### src/rtl/tamv_pkg.sv
// Shared constants and types for the three-axis running mean/variance block.
// No dependencies; imported by tamv_div and three_axis_running_mean_variance.
package tamv_pkg;

  localparam int SAMPLE_BITS = 13;              // raw sample width, signed
  localparam int MAX_SAMPLES = 65535;           // count ceiling per window
  localparam int AXES        = 3;
  localparam int AX_W        = $clog2(AXES);
  localparam int CNT_W       = 16;              // sample count / divisor width
  localparam int SQ_W        = 48;              // squared-deviation sum width
  localparam int VAR_W       = 26;              // reported variance width
  localparam int DELTA_W     = SAMPLE_BITS + 1; // sample minus mean
  localparam int PROD_W      = 2 * DELTA_W;     // delta times delta2
  localparam int STEP_W      = $clog2(SQ_W + 1);

  // Input operation codes
  localparam logic OP_SAMPLE = 1'b0;
  localparam logic OP_CLOSE  = 1'b1;

  // Divider request and status
  typedef struct packed {
    logic              start;
    logic [SQ_W-1:0]   dividend;
    logic [CNT_W-1:0]  divisor;
    logic [STEP_W-1:0] steps;
  } div_req_t;

  typedef struct packed {
    logic            busy;
    logic            done;
    logic [SQ_W-1:0] quotient;
  } div_rsp_t;

endpackage

### src/rtl/tamv_div.sv
// Shared restoring divider: one quotient bit per cycle, MSB first.
// Depends on tamv_pkg (widths, div_req_t, div_rsp_t).
module tamv_div (
  input  logic               clk,
  input  logic               rst_n,
  input  tamv_pkg::div_req_t req,
  output tamv_pkg::div_rsp_t rsp
);
  import tamv_pkg::*;

  logic [SQ_W-1:0]   dvd_r;
  logic [SQ_W-1:0]   quo_r;
  logic [CNT_W-1:0]  rem_r;
  logic [CNT_W-1:0]  dsr_r;
  logic [STEP_W-1:0] cnt_r;
  logic              busy_r;
  logic              done_r;

  logic [CNT_W:0] trial;
  logic [CNT_W:0] diff;
  logic           fits;

  assign trial = {rem_r, dvd_r[SQ_W-1]};
  assign diff  = trial - {1'b0, dsr_r};
  assign fits  = (trial >= {1'b0, dsr_r});

  // control state
  always_ff @(posedge clk) begin
    if (!rst_n) begin
      busy_r <= 1'b0;
      done_r <= 1'b0;
      cnt_r  <= '0;
    end else begin
      done_r <= 1'b0;
      if (req.start) begin
        busy_r <= 1'b1;
        cnt_r  <= req.steps;
      end else if (busy_r) begin
        cnt_r <= cnt_r - 1'b1;
        if (cnt_r == STEP_W'(1)) begin
          busy_r <= 1'b0;
          done_r <= 1'b1;
        end
      end
    end
  end

  // datapath
  always_ff @(posedge clk) begin
    if (req.start) begin
      dvd_r <= req.dividend;
      dsr_r <= req.divisor;
      quo_r <= '0;
      rem_r <= '0;
    end else if (busy_r) begin
      dvd_r <= {dvd_r[SQ_W-2:0], 1'b0};
      quo_r <= {quo_r[SQ_W-2:0], fits};
      rem_r <= fits ? diff[CNT_W-1:0] : trial[CNT_W-1:0];
    end
  end

  assign rsp.busy     = busy_r;
  assign rsp.done     = done_r;
  assign rsp.quotient = quo_r;

endmodule

### src/rtl/three_axis_running_mean_variance.sv
// Three-axis running mean and variance (integer Welford update per axis).
// Depends on tamv_pkg and tamv_div (shared iterative divider).
//
//  channel | dir | handshake          | payload
//  --------+-----+--------------------+----------------------------------------------
//  in_     | in  | in_valid / in_stall  | op, sample_x, sample_y, sample_z
//  out_    | out | out_valid / out_stall| mean_xyz, variance_xyz, window_count, sat
//
//  Work per input transfer, one axis after another:
//    sample: per axis a launch of delta / n, the wait for its quotient and the
//      mean update, then a multiply and an accumulate into the sum.
//    close with at least two samples: per axis a launch of sum / (n - 1) and
//      the wait for its quotient, then report; else report alone.
//  A sample arriving at full count only sets the flag.
//  Reset: synchronous, active low; clears count, means, sums and the flag.
//  in_stall is high while an item is in work; a held result does not block
//    samples, only a later close waits for out_ to free up.
module three_axis_running_mean_variance (
  input  logic                                clk,
  input  logic                                rst_n,
  // input channel
  input  logic                                in_valid,
  output logic                                in_stall,
  input  logic                                in_op,
  input  logic signed [tamv_pkg::SAMPLE_BITS-1:0] in_sample_x,
  input  logic signed [tamv_pkg::SAMPLE_BITS-1:0] in_sample_y,
  input  logic signed [tamv_pkg::SAMPLE_BITS-1:0] in_sample_z,
  // result channel
  output logic                                out_valid,
  input  logic                                out_stall,
  output logic signed [tamv_pkg::SAMPLE_BITS-1:0] out_mean_x,
  output logic signed [tamv_pkg::SAMPLE_BITS-1:0] out_mean_y,
  output logic signed [tamv_pkg::SAMPLE_BITS-1:0] out_mean_z,
  output logic        [tamv_pkg::VAR_W-1:0]       out_variance_x,
  output logic        [tamv_pkg::VAR_W-1:0]       out_variance_y,
  output logic        [tamv_pkg::VAR_W-1:0]       out_variance_z,
  output logic        [tamv_pkg::CNT_W-1:0]       out_window_count,
  output logic                                out_count_saturated
);
  import tamv_pkg::*;

  typedef enum logic [7:0] {
    S_IDLE   = 8'b0000_0001,
    S_MSTART = 8'b0000_0010,  // launch delta / n
    S_MDIV   = 8'b0000_0100,  // wait for quotient, update mean
    S_MUL    = 8'b0000_1000,  // delta * delta2
    S_ACC    = 8'b0001_0000,  // saturating add into the sum
    S_VSTART = 8'b0010_0000,  // launch sum / (n - 1)
    S_VDIV   = 8'b0100_0000,  // wait for variance quotient
    S_REPORT = 8'b1000_0000   // load the output register, clear window
  } state_t;

  localparam logic [CNT_W-1:0] CNT_MAX = CNT_W'(MAX_SAMPLES);

  state_t state_r, state_nxt;

  // window state
  logic [CNT_W-1:0]               cnt_r;
  logic                           sat_r;
  logic signed [SAMPLE_BITS-1:0]  mean_r [AXES];
  logic [SQ_W-1:0]                sq_r   [AXES];

  // per-item work registers
  logic signed [SAMPLE_BITS-1:0]  smp_r  [AXES];
  logic [AX_W-1:0]                ax_r;
  logic signed [DELTA_W-1:0]      delta_r;
  logic signed [DELTA_W-1:0]      delta2_r;
  logic                           neg_r;
  logic signed [PROD_W-1:0]       prod_r;
  logic [VAR_W-1:0]               var_r  [AXES];

  // output register
  logic                           out_valid_r;
  logic signed [SAMPLE_BITS-1:0]  out_mean_r [AXES];
  logic [VAR_W-1:0]               out_var_r  [AXES];
  logic [CNT_W-1:0]               out_cnt_r;
  logic                           out_sat_r;

  div_req_t div_req;
  div_rsp_t div_rsp;

  tamv_div u_div (
    .clk   (clk),
    .rst_n (rst_n),
    .req   (div_req),
    .rsp   (div_rsp)
  );

  logic in_xfer;
  logic out_free;
  logic last_ax;
  assign in_stall = (state_r != S_IDLE);
  assign in_xfer  = in_valid && !in_stall;
  assign out_free = !out_valid_r || !out_stall;
  assign last_ax  = (ax_r == AX_W'(AXES - 1));

  // Welford arithmetic on the selected axis
  logic signed [SAMPLE_BITS-1:0] sel_s, sel_m, mean_new;
  logic signed [DELTA_W-1:0]     delta, qsgn, mean_sum, delta2;
  logic [DELTA_W-1:0]            delta_mag, quo;
  logic [PROD_W-1:0]             add_val;
  logic [SQ_W:0]                 sq_sum;
  logic [SQ_W-1:0]               sq_new;
  logic [SQ_W-1:0]               vq;
  logic [VAR_W-1:0]              var_sat;

  assign sel_s     = smp_r[ax_r];
  assign sel_m     = mean_r[ax_r];
  assign delta     = {sel_s[SAMPLE_BITS-1], sel_s} - {sel_m[SAMPLE_BITS-1], sel_m};
  assign delta_mag = delta[DELTA_W-1] ? DELTA_W'(-delta) : DELTA_W'(delta);
  assign quo       = div_rsp.quotient[DELTA_W-1:0];
  assign qsgn      = neg_r ? -$signed(quo) : $signed(quo);
  // truncating divide keeps the new mean between old mean and sample
  assign mean_sum  = {sel_m[SAMPLE_BITS-1], sel_m} + qsgn;
  assign mean_new  = mean_sum[SAMPLE_BITS-1:0];
  assign delta2    = {sel_s[SAMPLE_BITS-1], sel_s} - {mean_new[SAMPLE_BITS-1], mean_new};
  // only positive products are added
  assign add_val   = (prod_r > 0) ? PROD_W'(prod_r) : '0;
  assign sq_sum    = {1'b0, sq_r[ax_r]} + (SQ_W + 1)'(add_val);
  assign sq_new    = sq_sum[SQ_W] ? '1 : sq_sum[SQ_W-1:0];
  assign vq        = div_rsp.quotient;
  assign var_sat   = (|vq[SQ_W-1:VAR_W]) ? '1 : vq[VAR_W-1:0];

  // divider launch
  always_comb begin
    div_req = '0;
    if (state_r == S_MSTART) begin
      div_req.start    = 1'b1;
      div_req.dividend = {delta_mag, (SQ_W - DELTA_W)'(0)};
      div_req.divisor  = cnt_r;
      div_req.steps    = STEP_W'(DELTA_W);
    end else if (state_r == S_VSTART) begin
      div_req.start    = 1'b1;
      div_req.dividend = sq_r[ax_r];
      div_req.divisor  = cnt_r - 1'b1;
      div_req.steps    = STEP_W'(SQ_W);
    end
  end

  // sequencer
  always_comb begin
    state_nxt = state_r;
    unique case (state_r)
      S_IDLE: begin
        if (in_xfer) begin
          if (in_op == OP_CLOSE) begin
            state_nxt = (cnt_r >= CNT_W'(2)) ? S_VSTART : S_REPORT;
          end else if (cnt_r != CNT_MAX) begin
            state_nxt = S_MSTART;
          end
        end
      end
      S_MSTART: state_nxt = S_MDIV;
      S_MDIV:   if (div_rsp.done) state_nxt = S_MUL;
      S_MUL:    state_nxt = S_ACC;
      S_ACC:    state_nxt = last_ax ? S_IDLE : S_MSTART;
      S_VSTART: state_nxt = S_VDIV;
      S_VDIV: begin
        if (div_rsp.done) state_nxt = last_ax ? S_REPORT : S_VSTART;
      end
      S_REPORT: if (out_free) state_nxt = S_IDLE;
      default:  state_nxt = S_IDLE;
    endcase
  end

  // control and window state
  always_ff @(posedge clk) begin
    if (!rst_n) begin
      state_r     <= S_IDLE;
      cnt_r       <= '0;
      sat_r       <= 1'b0;
      ax_r        <= '0;
      out_valid_r <= 1'b0;
      for (int a = 0; a < AXES; a++) begin
        mean_r[a] <= '0;
        sq_r[a]   <= '0;
      end
    end else begin
      state_r <= state_nxt;
      // a new report replaces a taken one in the same cycle
      if (state_r == S_REPORT && out_free) out_valid_r <= 1'b1;
      else if (!out_stall)                 out_valid_r <= 1'b0;
      unique case (state_r)
        S_IDLE: begin
          ax_r <= '0;
          if (in_xfer && in_op == OP_SAMPLE) begin
            if (cnt_r == CNT_MAX) sat_r <= 1'b1;
            else                  cnt_r <= cnt_r + 1'b1;
          end
        end
        S_MDIV: if (div_rsp.done) mean_r[ax_r] <= mean_new;
        S_ACC: begin
          sq_r[ax_r] <= sq_new;
          ax_r       <= ax_r + 1'b1;
        end
        S_VDIV: if (div_rsp.done) ax_r <= ax_r + 1'b1;
        S_REPORT: begin
          if (out_free) begin
            cnt_r <= '0;
            sat_r <= 1'b0;
            for (int a = 0; a < AXES; a++) begin
              mean_r[a] <= '0;
              sq_r[a]   <= '0;
            end
          end
        end
        default: ;
      endcase
    end
  end

  // payload registers
  always_ff @(posedge clk) begin
    if (in_xfer) begin
      smp_r[0] <= in_sample_x;
      smp_r[1] <= in_sample_y;
      smp_r[2] <= in_sample_z;
      if (in_op == OP_CLOSE) begin
        for (int a = 0; a < AXES; a++) var_r[a] <= '0;
      end
    end
    if (state_r == S_MSTART) begin
      delta_r <= delta;
      neg_r   <= delta[DELTA_W-1];
    end
    if (state_r == S_MDIV && div_rsp.done) delta2_r <= delta2;
    if (state_r == S_MUL)                  prod_r   <= delta_r * delta2_r;
    if (state_r == S_VDIV && div_rsp.done) var_r[ax_r] <= var_sat;
    if (state_r == S_REPORT && out_free) begin
      for (int a = 0; a < AXES; a++) begin
        out_mean_r[a] <= mean_r[a];
        out_var_r[a]  <= var_r[a];
      end
      out_cnt_r <= cnt_r;
      out_sat_r <= sat_r;
    end
  end

  assign out_valid           = out_valid_r;
  assign out_mean_x          = out_mean_r[0];
  assign out_mean_y          = out_mean_r[1];
  assign out_mean_z          = out_mean_r[2];
  assign out_variance_x      = out_var_r[0];
  assign out_variance_y      = out_var_r[1];
  assign out_variance_z      = out_var_r[2];
  assign out_window_count    = out_cnt_r;
  assign out_count_saturated = out_sat_r;

  // checks
  a_div_owned: assert property (@(posedge clk) disable iff (!rst_n)
    (div_rsp.busy || div_rsp.done) |-> (state_r == S_MDIV || state_r == S_VDIV))
    else $error("divider active outside a divide state");

  a_report_src: assert property (@(posedge clk) disable iff (!rst_n)
    $rose(out_valid) |-> $past(state_r == S_REPORT))
    else $error("result raised outside report");

  a_small_var: assert property (@(posedge clk) disable iff (!rst_n)
    (out_valid && out_window_count < CNT_W'(2)) |->
      (out_variance_x == '0 && out_variance_y == '0 && out_variance_z == '0))
    else $error("nonzero variance with fewer than two samples");

  a_empty_mean: assert property (@(posedge clk) disable iff (!rst_n)
    (out_valid && out_window_count == '0) |->
      (out_mean_x == '0 && out_mean_y == '0 && out_mean_z == '0))
    else $error("nonzero mean for an empty window");

endmodule
### config.mk
export PLATFORM = sky130hd
export DESIGN_NAME = three_axis_running_mean_variance
export DESIGN_NICKNAME = d
export VERILOG_FILES = /design/src/rtl/tamv_pkg.sv /design/src/rtl/tamv_div.sv /design/src/rtl/three_axis_running_mean_variance.sv
export SDC_FILE = /design/constraint.sdc
export NUM_CORES = 2
export LEC_CHECK = 0
export BUFFER_PORTS_ARGS = -buffer_cell sky130_fd_sc_hd__buf_2
export CELL_PAD_IN_SITES_DETAIL_PLACEMENT = 0
export CELL_PAD_IN_SITES_GLOBAL_PLACEMENT = 1
export CORE_UTILIZATION = 43
export CTS_CLUSTER_SIZE = 28
export DETAILED_ROUTE_END_ITERATION = 8
export PLACE_DENSITY_LB_ADDON = 0.1
export SYNTH_ARGS = -nofsm -noshare
export SYNTH_HDL_FRONTEND = slang
export SYNTH_SLANG_ARGS = --single-unit
export TNS_END_PERCENT = 30
### constraint.sdc
create_clock -name clk -period 6.2 [get_ports clk]
set_input_delay 0.62 -clock clk [delete_from_list [all_inputs] [get_ports clk]]
set_output_delay 0.62 -clock clk [all_outputs]
set_load 0.05 [all_outputs]
-- After elaboration in Yosys (flattened, before gate mapping)
Memory sizes are Yosys's and may differ from the RTL's. A register that Yosys moved wholly into a read port is not among the register bits.
Cells that the tools add are included.
- input bits: 44
- memory bits (writable): 417
- output and inout port bits: 136
- memories: 6
- bits in registers: 238
- logic and storage cells: 171
- add/sub/neg operators: 11
- reductions and logical operators: 21
- equality and inequality tests: 22
- magnitude comparators: 3
- $mul: 1
- multiplexer cells: 80
- bitwise gates (word level): 9
- memories (name ; depth ; bits a word ; rd ports ; clocked after Yosys merged registers in ; wr ports ; line ; source):
    sq_r ; 3 ; 48 ; 1 ; 1 ; 3 ; three_axis_running_mean_variance.sv:61 ; logic [SQ_W-1:0] sq_r [AXES];
    out_var_r ; 3 ; 26 ; 3 ; 0 ; 3 ; three_axis_running_mean_variance.sv:75 ; logic [VAR_W-1:0] out_var_r [AXES];
    var_r ; 3 ; 26 ; 3 ; 0 ; 3 ; three_axis_running_mean_variance.sv:70 ; logic [VAR_W-1:0] var_r [AXES];
    mean_r ; 3 ; 13 ; 4 ; 1 ; 3 ; three_axis_running_mean_variance.sv:60 ; logic signed [SAMPLE_BITS-1:0] mean_r [AXES];
    out_mean_r ; 3 ; 13 ; 3 ; 0 ; 3 ; three_axis_running_mean_variance.sv:74 ; logic signed [SAMPLE_BITS-1:0] out_mean_r [AXES];
    smp_r ; 3 ; 13 ; 1 ; 1 ; 3 ; three_axis_running_mean_variance.sv:64 ; logic signed [SAMPLE_BITS-1:0] smp_r [AXES];
- operators by type and width (cell ; count):
    $mux W48 ; 7
    $mux W71 ; 2
    $mux W13 ; 5
    $mux W16 ; 4
    $mux W8 ; 8
    $pmux W8 S8 ; 1
    $mux W26 ; 2
    $add A48 B28 Y49 ; 1
    $reduce_or A48 Y1 ; 1
    $mux W1 ; 33
    $pmux W16 S2 ; 1
    $gt A28 B1 Y1 const B ; 1
    $mul A14 B14 Y28 ; 1
    $mux W28 ; 1
    $sub A13 B13 Y14 ; 2
    $reduce_or A26 Y1 ; 1
    $mux W2 ; 11
    $reduce_or A22 Y1 ; 1
    $ge A17 B16 Y1 ; 1
    $add A16 B1 Y16 const B ; 1
    $eq A16 B16 Y1 const B ; 1
    $ge A16 B2 Y1 const B ; 1
    $ne A16 B16 Y1 const B ; 1
    $sub A16 B1 Y16 const B ; 1
    36 further kinds ; 58

-- Longest topological paths before layout
- word-level depth: 8
- depth in mapped cells: 24

-- Cells and area by module
A second synthesis with hierarchy kept.
- cell total of the unflattened synthesis: 3485
- area, all modules: 40591.4 um2
- by module, submodules not included (module ; area an instance (um2) ; sequential area each (um2) ; instances ; cells an instance):
    three_axis_running_mean_variance ; 34171.5 ; 17146.4 ; 1 ; 2922
    tamv_div ; 6419.9 ; 3363.2 ; 1 ; 563

-- Least setup slack after synthesis
No wires, ideal clock.
- path kind: register to register
- from: register delta_r[5]
- to: register prod_r[25] (data pin)
- data arrival time: 5816 ps
- setup slack: 123 ps
- stages on the path, launching flop included: 24
- period minus slack after synthesis: 6077 ps
- library setup time: 262 ps
- path through: edfxtp_1 > clkbuf_1 > and2_1 > fa_1 > inv_1 > fa_1 > inv_1 > fa_1 > inv_1 > fa_1 > inv_1 > fa_1 > inv_1 > fa_1 > inv_1 > ha_1 > o21ai_0 > nand2b_1 > a311o_1 > a211o_1 > a21o_1 > a21oi_1 > o31ai_1 > xnor2_1
- word-level cells in the longest chain between the ends: 1
- ends and longest elaborated chain (what ; line ; source):
    start: declaration ; three_axis_running_mean_variance.sv:66 ; logic signed [DELTA_W-1:0] delta_r;
    start signal: assignment ; three_axis_running_mean_variance.sv:223 ; delta_r <= delta;
    $mul A14 B14 Y28 ; three_axis_running_mean_variance.sv:227 ; if (state_r == S_MUL) prod_r <= delta_r * delta2_r;
    end signal: assignment ; three_axis_running_mean_variance.sv:227 ;
    end: declaration ; three_axis_running_mean_variance.sv:69 ; logic signed [PROD_W-1:0] prod_r;
No other way between the ends.
A chain may end at the register's enable or synchronous reset.

-- Worst setup path after layout
- from: register delta_r[13]
- to: register prod_r[26] (data pin)
Same word-level chain as after synthesis.

==> impl_summary.txt <==
----------------------------------------------------
[Route]
  # DRC ... 0
  Vias ... 26240
  Final routed wire length divided by cell count ... 20.3 um
  Number of iterations in the first detailed-routing pass ... 5
  Number of design-rule violations left by the first detailed-router iteration ... 1493
  Post-DRT Antenna Nets ... 0
  Vias per inst ... 5.29
  Total Routed Length ... 101 mm

[Place]
  Cell area after placement ... 42800 um^2
  HPWL reported at the end of detailed placement ... 71.6 mm
  Weighted congestion reported at the end of routability-driven placement ... 0.856
  # port buffers ... 179

[Synth]
  Top cell type by total area after synthesis ... sky130_fd_sc_hd__edfxtp_1
  Mapped Cells ... 3418
  Most instantiated cells after synthesis ... sky130_fd_sc_hd__edfxtp_1, sky130_fd_sc_hd__nor2_1, sky130_fd_sc_hd__inv_1
  Synth Flop Type ... sky130_fd_sc_hd__edfxtp_1
  Most used standard cell by instance count after synthesis ... sky130_fd_sc_hd__edfxtp_1
  Proportion of synthesized chip area in sequential cells ... 0.512
  Post-synth ARST share ... 0
  Avg Synthesized Cell Area ... 11.7 um^2
  Number of register bits inferred by synthesis ... 717
  Count of flip-flops with a built-in enable after synthesis ... 615
  Synth top area share ... 0.461
  Total standard cell area after synthesis ... 40100 um^2
  Total number of yosys warnings ... 0
  Distinct cell type count of the synthesized netlist ... 78
  Number of nets produced by synthesis ... 3822
  Top cells by area, synth ... sky130_fd_sc_hd__edfxtp_1, sky130_fd_sc_hd__fa_1, sky130_fd_sc_hd__dfxtp_1, sky130_fd_sc_hd__ha_1, sky130_fd_sc_hd__nor2_1

[STA]
  Number of endpoints failing setup at the final stage ... 0
  Final clock skew ... 65.6 ps
  Max Transition Viols Final ... 0
  Actual slew at the worst max-slew pin ... 1050 ps
  Total Negative Setup Slacks ... 0 ps
  Achievable frequency ... 167 MHz
  Final cycle utilization of the critical path ... 0.969
  Fin crit period ... 6010 ps
  Worst rel slew slack ... 0.298
  Worst slack on hold paths ... 115 ps
  Hold Fails Final Rpt ... 0
  Unrepaired setup endpoints after global routing ... true

[Die]
  Effective utilization at floorplan ... 0.436
  Count of boundary I/O pins ... 180
  Die extent in x ... 307 um
  Die outline height ... 307 um
  Site row count ... 111
  Die Area ... 94400 um^2
  Core Region ... 91900 um^2

[Power and ir drop]
  Worst vdd ir ... 0.278 mV
  Part of the total power dissipated in sequential elements ... 0.381
  Net switching power ... 5070 uW
  Int Power ... 10400 uW
  Pwr per Cell Area ... 338 nW/um^2
  Switching Fraction ... 0.328
  Leakage power ... 0.0181 uW
  Fraction of power consumed by the clock network ... 0.308
  Post-layout total power ... 15500 uW
  Portion of total power attributed to combinational logic ... 0.311

[Cells and area]
  Area Overhead vs Synth ... 14.1%
  Final Net Count ... 4056
  Final standard cell area without fillers ... 45700 um^2
  Total of fill cells in the finished design ... 8337
  Proportion of layout cells with a drive suffix above 1 ... 0.140

[Global route]
  Number of global-route vias before repair ... 27549
  Antenna violations before repair ... 6
  Combined global-route utilization of all metal layers ... 0.215
  Leftover overflow at the end of global routing ... 0
  Maximum number of pins on one net before global-route repair ... 77
  First-pass GRT wire length ... 156 mm

[Clock network]
  Number of buffers created by CTS ... 79
  Clk Latency, worst-skew pair ... 680 ps
  Bufs on Longest Clock Path ... 3
  CTS root buf ... sky130_fd_sc_hd__clkbuf_16
  Clock net sink count ... 717
  TritonCTS clock tree ... yes
  Clock transition at the register clock pins on the worst setup and hold paths after CTS ... 60 ps
  Number of levels in the clock H-tree ... 3

[Setup path]
  Kind of start point of the critical path ... register
  Crit-path most repeated cell ... sky130_fd_sc_hd__fa_1
  Signal arrival time at the worst endpoint ... 6370 ps
  Endpoint type of the worst setup path ... register
  Crit Path Category ... register to register
  Largest stage delay on the critical path ... 620 ps
  Max Fanout on Critical Path ... 9
  Required time of the worst setup path ... 6570 ps
  Slowest stage cell, crit path ... sky130_fd_sc_hd__fa_1
  Crit-path cells ... buf_4 > and2_1 > fa_1 > fa_1 > inv_1 > fa_1 > inv_1 > fa_1 > inv_1 > fa_1 > fa_1 > inv_1 > ha_1 > a21o_1 > a21oi_1 > nor2_1 > nor2_1 > o21a_1 > a31oi_2 > xor2_1
  Logic depth of the worst register-to-register path ... 20

[Min path]
  Hold-critical path depth ... 1
  Worst hold path class ... input pin to register

[Run]
  Max capacitance violation total ... 0

[Run status]
  Outcome ... finished, final reports clean

----------------------------------------------------
layout by cell type (no fill, tap or decap), drive strengths merged, types with 18 or more instances in the layout:
| master | count |
|---|---|
| fa | 200 |
| nor3 | 40 |
| and2 | 135 |
| mux2i | 77 |
| nand2 | 203 |
| o21a | 26 |
| buf | 294 |
| a31oi | 22 |
| xor2 | 54 |
| o31ai | 18 |
| or3 | 26 |
| nor4 | 30 |
| nand3 | 42 |
| mux4 | 61 |
| o21ai | 117 |
| nand2b | 22 |
| clkinv | 34 |
| nor2 | 449 |
| edfxtp | 615 |
| a21o | 30 |
| dfxtp | 102 |
| a211oi | 18 |
| nor2b | 26 |
| a21oi | 126 |
| clkbuf | 98 |
| ha | 160 |
| and3 | 29 |
| a22o | 35 |
| xnor2 | 85 |
| inv | 375 |
state kept, by name (all words and copies together) (netlist names), 14 cells and up, named ones only:
name              cells
cnt_r                16
delta2_r             14
delta_r              14
mean_r               52
out_mean_r           39
out_var_r            78
out_window_count     16
prod_r               28
smp_r                39
sq_r                192
u_div.dsr_r          16
u_div.dvd_r          48
u_div.quo_r          48
u_div.rem_r          16
var_r                78
power by group through the flow:
stage / Combinational [uW] / Clock [uW] / Sequential [uW]
global placement: 4640 / 0 / 5980
detailed placement: 4710 / 0 / 5990
CTS: 4750 / 4860 / 5890
floorplan: 3270 / 0 / 6050
finish: 4810 / 4750 / 5890
global route: 5370 / 5030 / 5920
kinds of logic (layout without fill, tap and decap cells):
family	Yosys count	after routing	share of synthesized area
DFF	717	717	0.512
AOI/OAI and AO/OA	490	490	0.0800
muxes	142	142	0.0552
adders and majority gates	360	360	0.150
buffers and inverters	516	812	0.0489
xor gates and xnor gates	139	139	0.0304
other	1	2	0.0000936
and+or+nand+nor	1053	1053	0.123
through the flow:
step,worst slack [ps],cells,utilization
floorplan,123,3418,-
global placement,-47.9,4800,0.466
detailed placement,-73.6,4800,0.466
CTS,5.95,4944,0.494
global route,-27.4,4958,0.497
finish,194,4958,0.497
final timing paths:
kind	from	to	slack [ps]
max	delta_r[13]	prod_r[26]	190
min	in_sample_y[1]	smp_r[1][1]	120
max reg2reg	delta_r[13]	prod_r[26]	190
min reg2reg	var_r[0][5]	out_var_r[0][5]	400
worst max-delay path, delay by kind of cell, from the launching register on:
kind                       cells  cell delay [ps]
and+or+nand+nor                3              440
DFF                            1              550
AOI/OAI and AO/OA              4              590
adders and majority gates      7             3600
buffers and inverters          5              400
xor gates and xnor gates       1              160
per-layer routing:
metal | wire, um | up-vias | GRT usage | part of all wire
li1 | - | 12415 | - | -
met1 | 43300 | 13128 | 0.279 | 0.43
met2 | 49500 | 540 | 0.365 | 0.49
met3 | 5540 | 147 | 0.0458 | 0.055
met4 | 2340 | 10 | 0.0565 | 0.023
met5 | 54 | - | 0 | 0.00054
area by class of cell:
cell class	count	area [um^2]	share of cell area
Antenna cell	1	2.50	0.0000547
Clock buffer	98	2100	0.0459
Clock inverter	45	533	0.0117
Inverter	375	1410	0.0308
Multi-Input combinational cell	2185	17800	0.389
Sequential cell	717	20500	0.449
Tap cell	1243	1560	0.0340
Timing Repair Buffer	294	1800	0.0393
what timing repair did:
| item | CTS | global route |
|---|---|---|
| hold buffers | 0 | 0 |
| gates resized for setup | 2 | 29 |
| setup buffers | 1 | 13 |
| pin swaps | 0 | 18 |
| endpoints found under the setup margin | 5 | 10 |
Note: power is estimated with default switching activity, not from simulation.
